$ cat src/rtl/cdwq_ram.sv
// ----------------------------------------------------------------------------
// cdwq_ram
// Simple dual-port RAM, one write and one registered read port.
// ----------------------------------------------------------------------------
module cdwq_ram #(
  parameter int WIDTH = 8,
  parameter int DEPTH = 16
) (
  input  logic                     clk,
  input  logic                     we,
  input  logic [$clog2(DEPTH)-1:0] waddr,
  input  logic [WIDTH-1:0]         wdata,
  input  logic                     re,
  input  logic [$clog2(DEPTH)-1:0] raddr,
  output logic [WIDTH-1:0]         rdata
);

  logic [WIDTH-1:0] mem [DEPTH];

  always_ff @(posedge clk) begin
    if (we) begin
      mem[waddr] <= wdata;
    end
    if (re) begin
      rdata <= mem[raddr];
    end
  end

endmodule

$ cat config.mk
export PLATFORM = sky130hd
export DESIGN_NAME = cdwq_ram
export DESIGN_NICKNAME = d
export VERILOG_FILES = /design/src/rtl/cdwq_ram.sv
export SDC_FILE = /design/constraint.sdc
export NUM_CORES = 1
export LEC_CHECK = 0
export BUFFER_PORTS_ARGS = -buffer_cell sky130_fd_sc_hd__buf_2
export CAP_MARGIN = 25
export CORE_MARGIN = 4
export CORE_UTILIZATION = 37
export DETAILED_ROUTE_END_ITERATION = 10
export SLEW_MARGIN = 20
export SYNTH_ARGS = -nofsm -noshare
export SYNTH_HDL_FRONTEND = slang
export SYNTH_SLANG_ARGS = --single-unit
$ cat constraint.sdc
create_clock -name clk -period 1.94 [get_ports clk]
set_input_delay 0.388 -clock clk [delete_from_list [all_inputs] [get_ports clk]]
set_output_delay 0.388 -clock clk [all_outputs]
set_load 0.03 [all_outputs]
==> metrics.md, run 1 <==
| Metric | Value |
|---|---|
| GRT Util Overall | between 10% and 20% |
| DRC | 0 |
| Crit path max-delay cell type | mux4_1 |
| CTS Buffer Depth | 2 |
| DR vias | 2398 |
| Antenna viol nets, final | 0 |
| Core area | 0.0139 mm² |
| Hold Vio Cnt, Final | 0 |
| Storage cell area | approximately 0.0041 mm² |
| Clock slew at reported path FFs | ~0.05 ns |
| CTS sink count | approximately 140 |
| Final-report max-slew violation count | 0 |
| Cell Chain, Critical Path | buf_2 -> buf_12 -> mux4_1 -> a22oi_1 -> nand2_1 |
| Share of the yosys chip area belonging to registers | roughly 78% |
| Postcts setup bufs | 0 |
| Post_cts resized | 0 |
| Total CTS buffers | 17 |
| Measured slew at the worst slew-check pin | 0.401 ns |
| Starting Density | between 30% and 40% |
| Die H | ~130 µm |
| Fraction of layout cells with a size suffix above 1 | about a third |
| #FFs+latches synth | around 140 |
| N_diodes | 0 |
| Worst Path Buf+Inv | 2 |
| Dpl hpwl | about 6500 µm |
| Cell depth of the worst setup path | 5 |
| # IOs | 27 |
| CP Capture Type | register |
| Yosys warnings | 0 |
| Worst r2r dst | rdata[3] |
| Layout Utilization | 45.8% |
| Hold_buf cts | 0 |
| Status | finished, final reports clean |
| Post-Syn Area | 0.00523 mm² |
| Layout net count | 306 |
| RSZ-0062 raised after global routing | no |
| Initial antenna violation count | 2 |
| Setup Viol. Count Final | 0 |
| Pin count of the biggest net entering global routing | 33 |
| Top delay family on crit path | multiplexers |
| DR pass1 iterations | 4 |
| Avg Synthesized Cell Area | roughly 23 µm² |
| Yosys cell types | 18 |
| Relative slew slack | between 70% and 80% |
| FP Rows | between 40 and 50 |
| CTS root buf | clkbuf_16 |
| Critical-path maximum fanout | 24 |
| Port Buf Inserts | 26 |
| H-tree levels | 4 |
| Wire per inst | 20.6 µm |
| Syn Inst Count | 229 |
| Synth-to-layout area growth | 21.5% |
| CP Launch Type | input pin |
| Clk_lat worst skew | 0.40 ns |
| Max cap viols | 0 |
| Fillers | ~1200 |
| Gpl congestion | ~0.72 |
| Clock period minus worst slack | 1.55 ns |
| Total die area | between 0.015 and 0.02 mm² |
| Final period util | roughly four fifths |
| Fmax | about 0.65 GHz |
| Worst Skew | 0.00646 ns |
| Slowest stage delay, CP | approximately 0.58 ns |
| Setup crit end | rdata[3] |
| VDD IR max | 580 µV |
| Die X | roughly 130 µm |
| Grt ovf | 0 |
| Global-route wire length before repair | roughly 15000 µm |
| Critical Path Start | raddr[0] |
| WP data arrival | between 1.5 and 2 ns |
| Total Wirelength | between 9000 and 10000 µm |
| Via-per-instance ratio | roughly 5.0 |
| CTS tree | built |
| Critical R2R Launch | mem[2][3] |
| Initial DRC Count | 156 |
| Area occupied by multi-input gates | 0.00106 mm² |
| CP required | roughly 2.1 ns |
| Vias in the first global route | between 2000 and 3000 |
| Static Leak | approximately 2.1 nW |
| Setup CP Type | input pin to register |
| Reg2reg path depth | 3 |
| HP Class | input pin to register |
| Mapped Nets | roughly 250 |
| Min Hold Slack | 0.354 ns |
| Power Density | 1110 mW/mm² |
| R2R setup slack | between 0.4 and 0.5 ns |
-- final cells by class --
cell class / instances / area share (%)
flip-flops and latches: 136 / 64.3
multi-input cells: 83 / 16.6
clock buffers: 18 / 6.76
repair buffers: 49 / 5.55
well taps: 180 / 3.55
clock inverters: 13 / 3.21
-- power by group --
| group | internal [mW] | switching, mW |
|---|---|---|
| logic | 0.140 | 0.194 |
| clock network | 2.27 | 1.13 |
| registers | 3.31 | 0.0195 |
-- cells in the final DEF, fill, tap and decap left out, drive strengths merged, types with 4 or more instances in the layout --
master and n:
edfxtp 136, buf 49, mux4 32, clkbuf 18, a22oi 16, nor2 13, nand2 9, clkinv 6
bufinv 5, nor3 4
-- layer usage --
metal  global-route usage [%]  wire, µm
met5                        0        14
met4                     4.35        78
met3                     4.29       470
met2                     20.0      4790
met1                     17.7      4520
-- kinds of logic (layout without fill, tap and decap cells) --
| logic type | count (synthesis) | count (layout) | synth area share [%] |
|---|---|---|---|
| AOI/OAI and AO/OA | 16 | 16 | 2.30 |
| buffers and inverters | 10 | 80 | 1.65 |
| DFF | 136 | 136 | 78.1 |
| muxes | 32 | 32 | 14.8 |
| and+or+nand+nor | 35 | 35 | 3.14 |
-- per-stage QoR --
step	cells	power, mW	setup WS (ns)	setup TNS (ns)	area (µm²)
after global routing	479	7.30	0.329	0	6350
after global placement	448	3.73	-0.0289	-0.0289	5720
after CTS	479	7.14	0.373	0	6350
after detailed placement	448	3.74	-0.0566	-0.0639	5720
final	479	7.06	0.392	0	6350
after floorplan	229	3.58	0.0591	0	5230
-- synthesized netlist by cell type --
cell	n	share of area, %
edfxtp_1	136	78
mux4_2	18	7.8
a22oi_1	16	2.3
mux4_1	14	7.0
nor2_1	13	0.93
nand2_1	9	0.65
nor3_1	4	0.38
buf_2	3	0.29
buf_6	3	0.65
clkdlybuf4s25_2	3	0.57
nand2b_1	2	0.24
nand3b_1	2	0.29
and2_1	1	0.12
and2b_1	1	0.14
buf_4	1	0.14
nand3_1	1	0.096
nor2b_1	1	0.12
or3b_2	1	0.17
-- state kept, by name, summed over array words and instances (netlist names) --
signal and flops:
mem 128, rdata 8
-- worst min path at each step --
stage,from,end,cells past startpoint
2_1_floorplan,wdata[0],mem[0][0],0
3_3_place_gp,mem[15][6],rdata[6],3
3_5_place_dp,mem[15][6],rdata[6],3
4_1_cts,re,rdata[0],1
5_1_grt,re,rdata[3],1
6_report,re,rdata[1],1
Power figures use the tool's default switching activity.
==> run 2: changes to the inputs <==
- clock period: 1.94 -> 1.55 ns (I/O delays scaled with it)
==> metrics.md, run 2 (synthesis results as in run 1) <==
| Metric | Value |
|---|---|
| H-tree levels | 4 |
| Synth-to-layout area growth | 22.5% |
| Most common cell after layout, fill and taps aside | edfxtp_1 |
| Total CTS buffers | 17 |
| Worst Skew | about 0.0065 ns |
| CP required | 1.70 ns |
| Hold Vio Cnt, Final | 0 |
| Relative slew slack | 43.2% |
| Crit path max-delay cell type | mux4_1 |
| Initial antenna violation count | 0 |
| Initial DRC Count | 332 |
| CP Launch Type | register |
| Vias in the first global route | 2597 |
| Total die area | around 0.016 mm² |
| GRT Util Overall | 13.8% |
| Final-report max-slew violation count | 0 |
| Setup Viol. Count Final | 0 |
| Static Leak | 2.17 nW |
| Max cap viols | 0 |
| Clock period minus worst slack | 1.50 ns |
| N_diodes | 0 |
| Port Buf Inserts | 26 |
| Grt ovf | 0 |
| CP Capture Type | register |
| Pre-CTS WS | -0.330 ns |
| CTS root buf | clkbuf_16 |
| Critical-path maximum fanout | 1 |
| HP Class | input pin to register |
| Clk_lat worst skew | 0.41 ns |
| Clock network fraction of total power | between 40% and 50% |
| Slowest stage delay, CP | 0.56 ns |
| DRC | 0 |
| Dpl hpwl | 6780 µm |
| Cell Chain, Critical Path | mux4_1 -> a22oi_2 -> nand2_1 |
| Fraction of layout cells with a size suffix above 1 | between 30% and 40% |
| Die H | about 130 µm |
| NetSw | around 1.7 mW |
| Status | finished, final reports clean |
| Fmax | between 0.6 and 0.7 GHz |
| Final Instance Area | 0.00640 mm² |
| Total Wirelength | 10400 µm |
| Commonest non-fill, non-tap cells in the layout | edfxtp_1 (136), buf_4 (33), buf_2 (26) |
| Placed Area | 0.00578 mm² |
| Pin count of the biggest net entering global routing | 23 |
| Die X | 127 µm |
| Antenna viol nets, final | 0 |
| Via-per-instance ratio | ~5.1 |
| Layout net count | 319 |
| DR pass1 iterations | 4 |
| CTS Buffer Depth | 2 |
| DR vias | 2514 |
| Measured slew at the worst slew-check pin | around 0.85 ns |
| Max reg flops | 128 |
| Starting Density | ~38% |
| CTS sink count | approximately 140 |
| Reg power frac | around 48% |
| Final period util | a little under 100% |
| Wire per inst | around 21 µm |
| Core area | 0.0139 mm² |
| Global-route wire length before repair | ~16000 µm |
| Clock slew at reported path FFs | 0.06 ns |
| Internal Power | around 7 mW |
| Logic pwr share | 5.1% |
| Gpl congestion | between 0.7 and 0.8 |
| Final critical-path setup slack | 0.0480 ns |
| Largest register by flop count | mem |
| Sw frac | around 20% |
| Setup CP Type | register to register |
| Power Density | between 1000 and 1500 mW/mm² |
| Top flop regs | mem (128), rdata (8) |
| # IOs | 27 |
| VDD IR max | around 830 µV |
| FP Rows | 43 |
| WP data arrival | 1.65 ns |
| Postcts setup bufs | 0 |
| CTS tree | built |
-- run 2: cell types whose count changed in the layout (fill, tap and decap cells not counted), sizes merged --
cell      previous run  this run
bufinv               5         4
clkinv               6         5
buf                 49        62
inv                  0         1
clkinvlp             2         4
-- run 2: worst paths after layout --
check / start / endpoint / slack (ns) / cells past startpoint
worst max register to register: mem[1][0] / rdata[0] / 0.05 / 3
worst max-delay path: mem[1][0] / rdata[0] / 0.05 / 3
worst min register to register: mem[15][5] / rdata[5] / 0.74 / 3
worst min-delay path: re / rdata[2] / 0.27 / 1
-- run 2: power by group through the flow --
stage	clock network [mW]	logic, mW	registers (mW)
2_1_floorplan	0	0.217	4.27
3_5_place_dp	0	0.451	4.24
6_report	4.10	0.448	4.16
3_3_place_gp	0	0.446	4.24
5_1_grt	4.35	0.484	4.17
4_1_cts	4.18	0.454	4.16
-- run 2: cell type report --
class,count,area (µm²)
Tap cell,180,225
Clock buffer,18,429
Multi-Input combinational cell,83,1050
Clock inverter,14,180
Timing Repair Buffer,62,438
Fill cell,1164,7480
Sequential cell,136,4080
-- run 2: per-layer routing --
layer / part of all wire, % / track usage, %
met5: 0 / 0
met4: 1.5 / 4.92
met2: 50 / 21.7
met3: 5.6 / 4.08
met1: 43 / 18.3
-- run 2: critical path, delay by kind of cell (launching register included) --
kind	cells	cell delay, ns
AND/OR/NAND/NOR	1	0.09
flip-flops	1	0.37
multiplexers	1	0.56
AO/OA/AOI/OAI	1	0.23
-- run 2: stage by stage --
step / std cells / hold WS [ns] / utilization [%] / power (mW) / setup TNS, ns
2_1_floorplan: 229 / 0.409 / - / 4.49 / -0.751
3_3_place_gp: 461 / 0.680 / 41.7 / 4.68 / -2.62
3_5_place_dp: 461 / 0.696 / 41.7 / 4.69 / -2.56
4_1_cts: 493 / 0.261 / 46.1 / 8.80 / 0
5_1_grt: 493 / 0.267 / 46.1 / 9.00 / -0.0101
6_report: 493 / 0.272 / 46.1 / 8.71 / 0
-- run 2: what timing repair did --
item | CTS | global route
hold buffers | 0 | 0
setup endpoints to repair | 0 | 2
gates resized for setup | 0 | 2
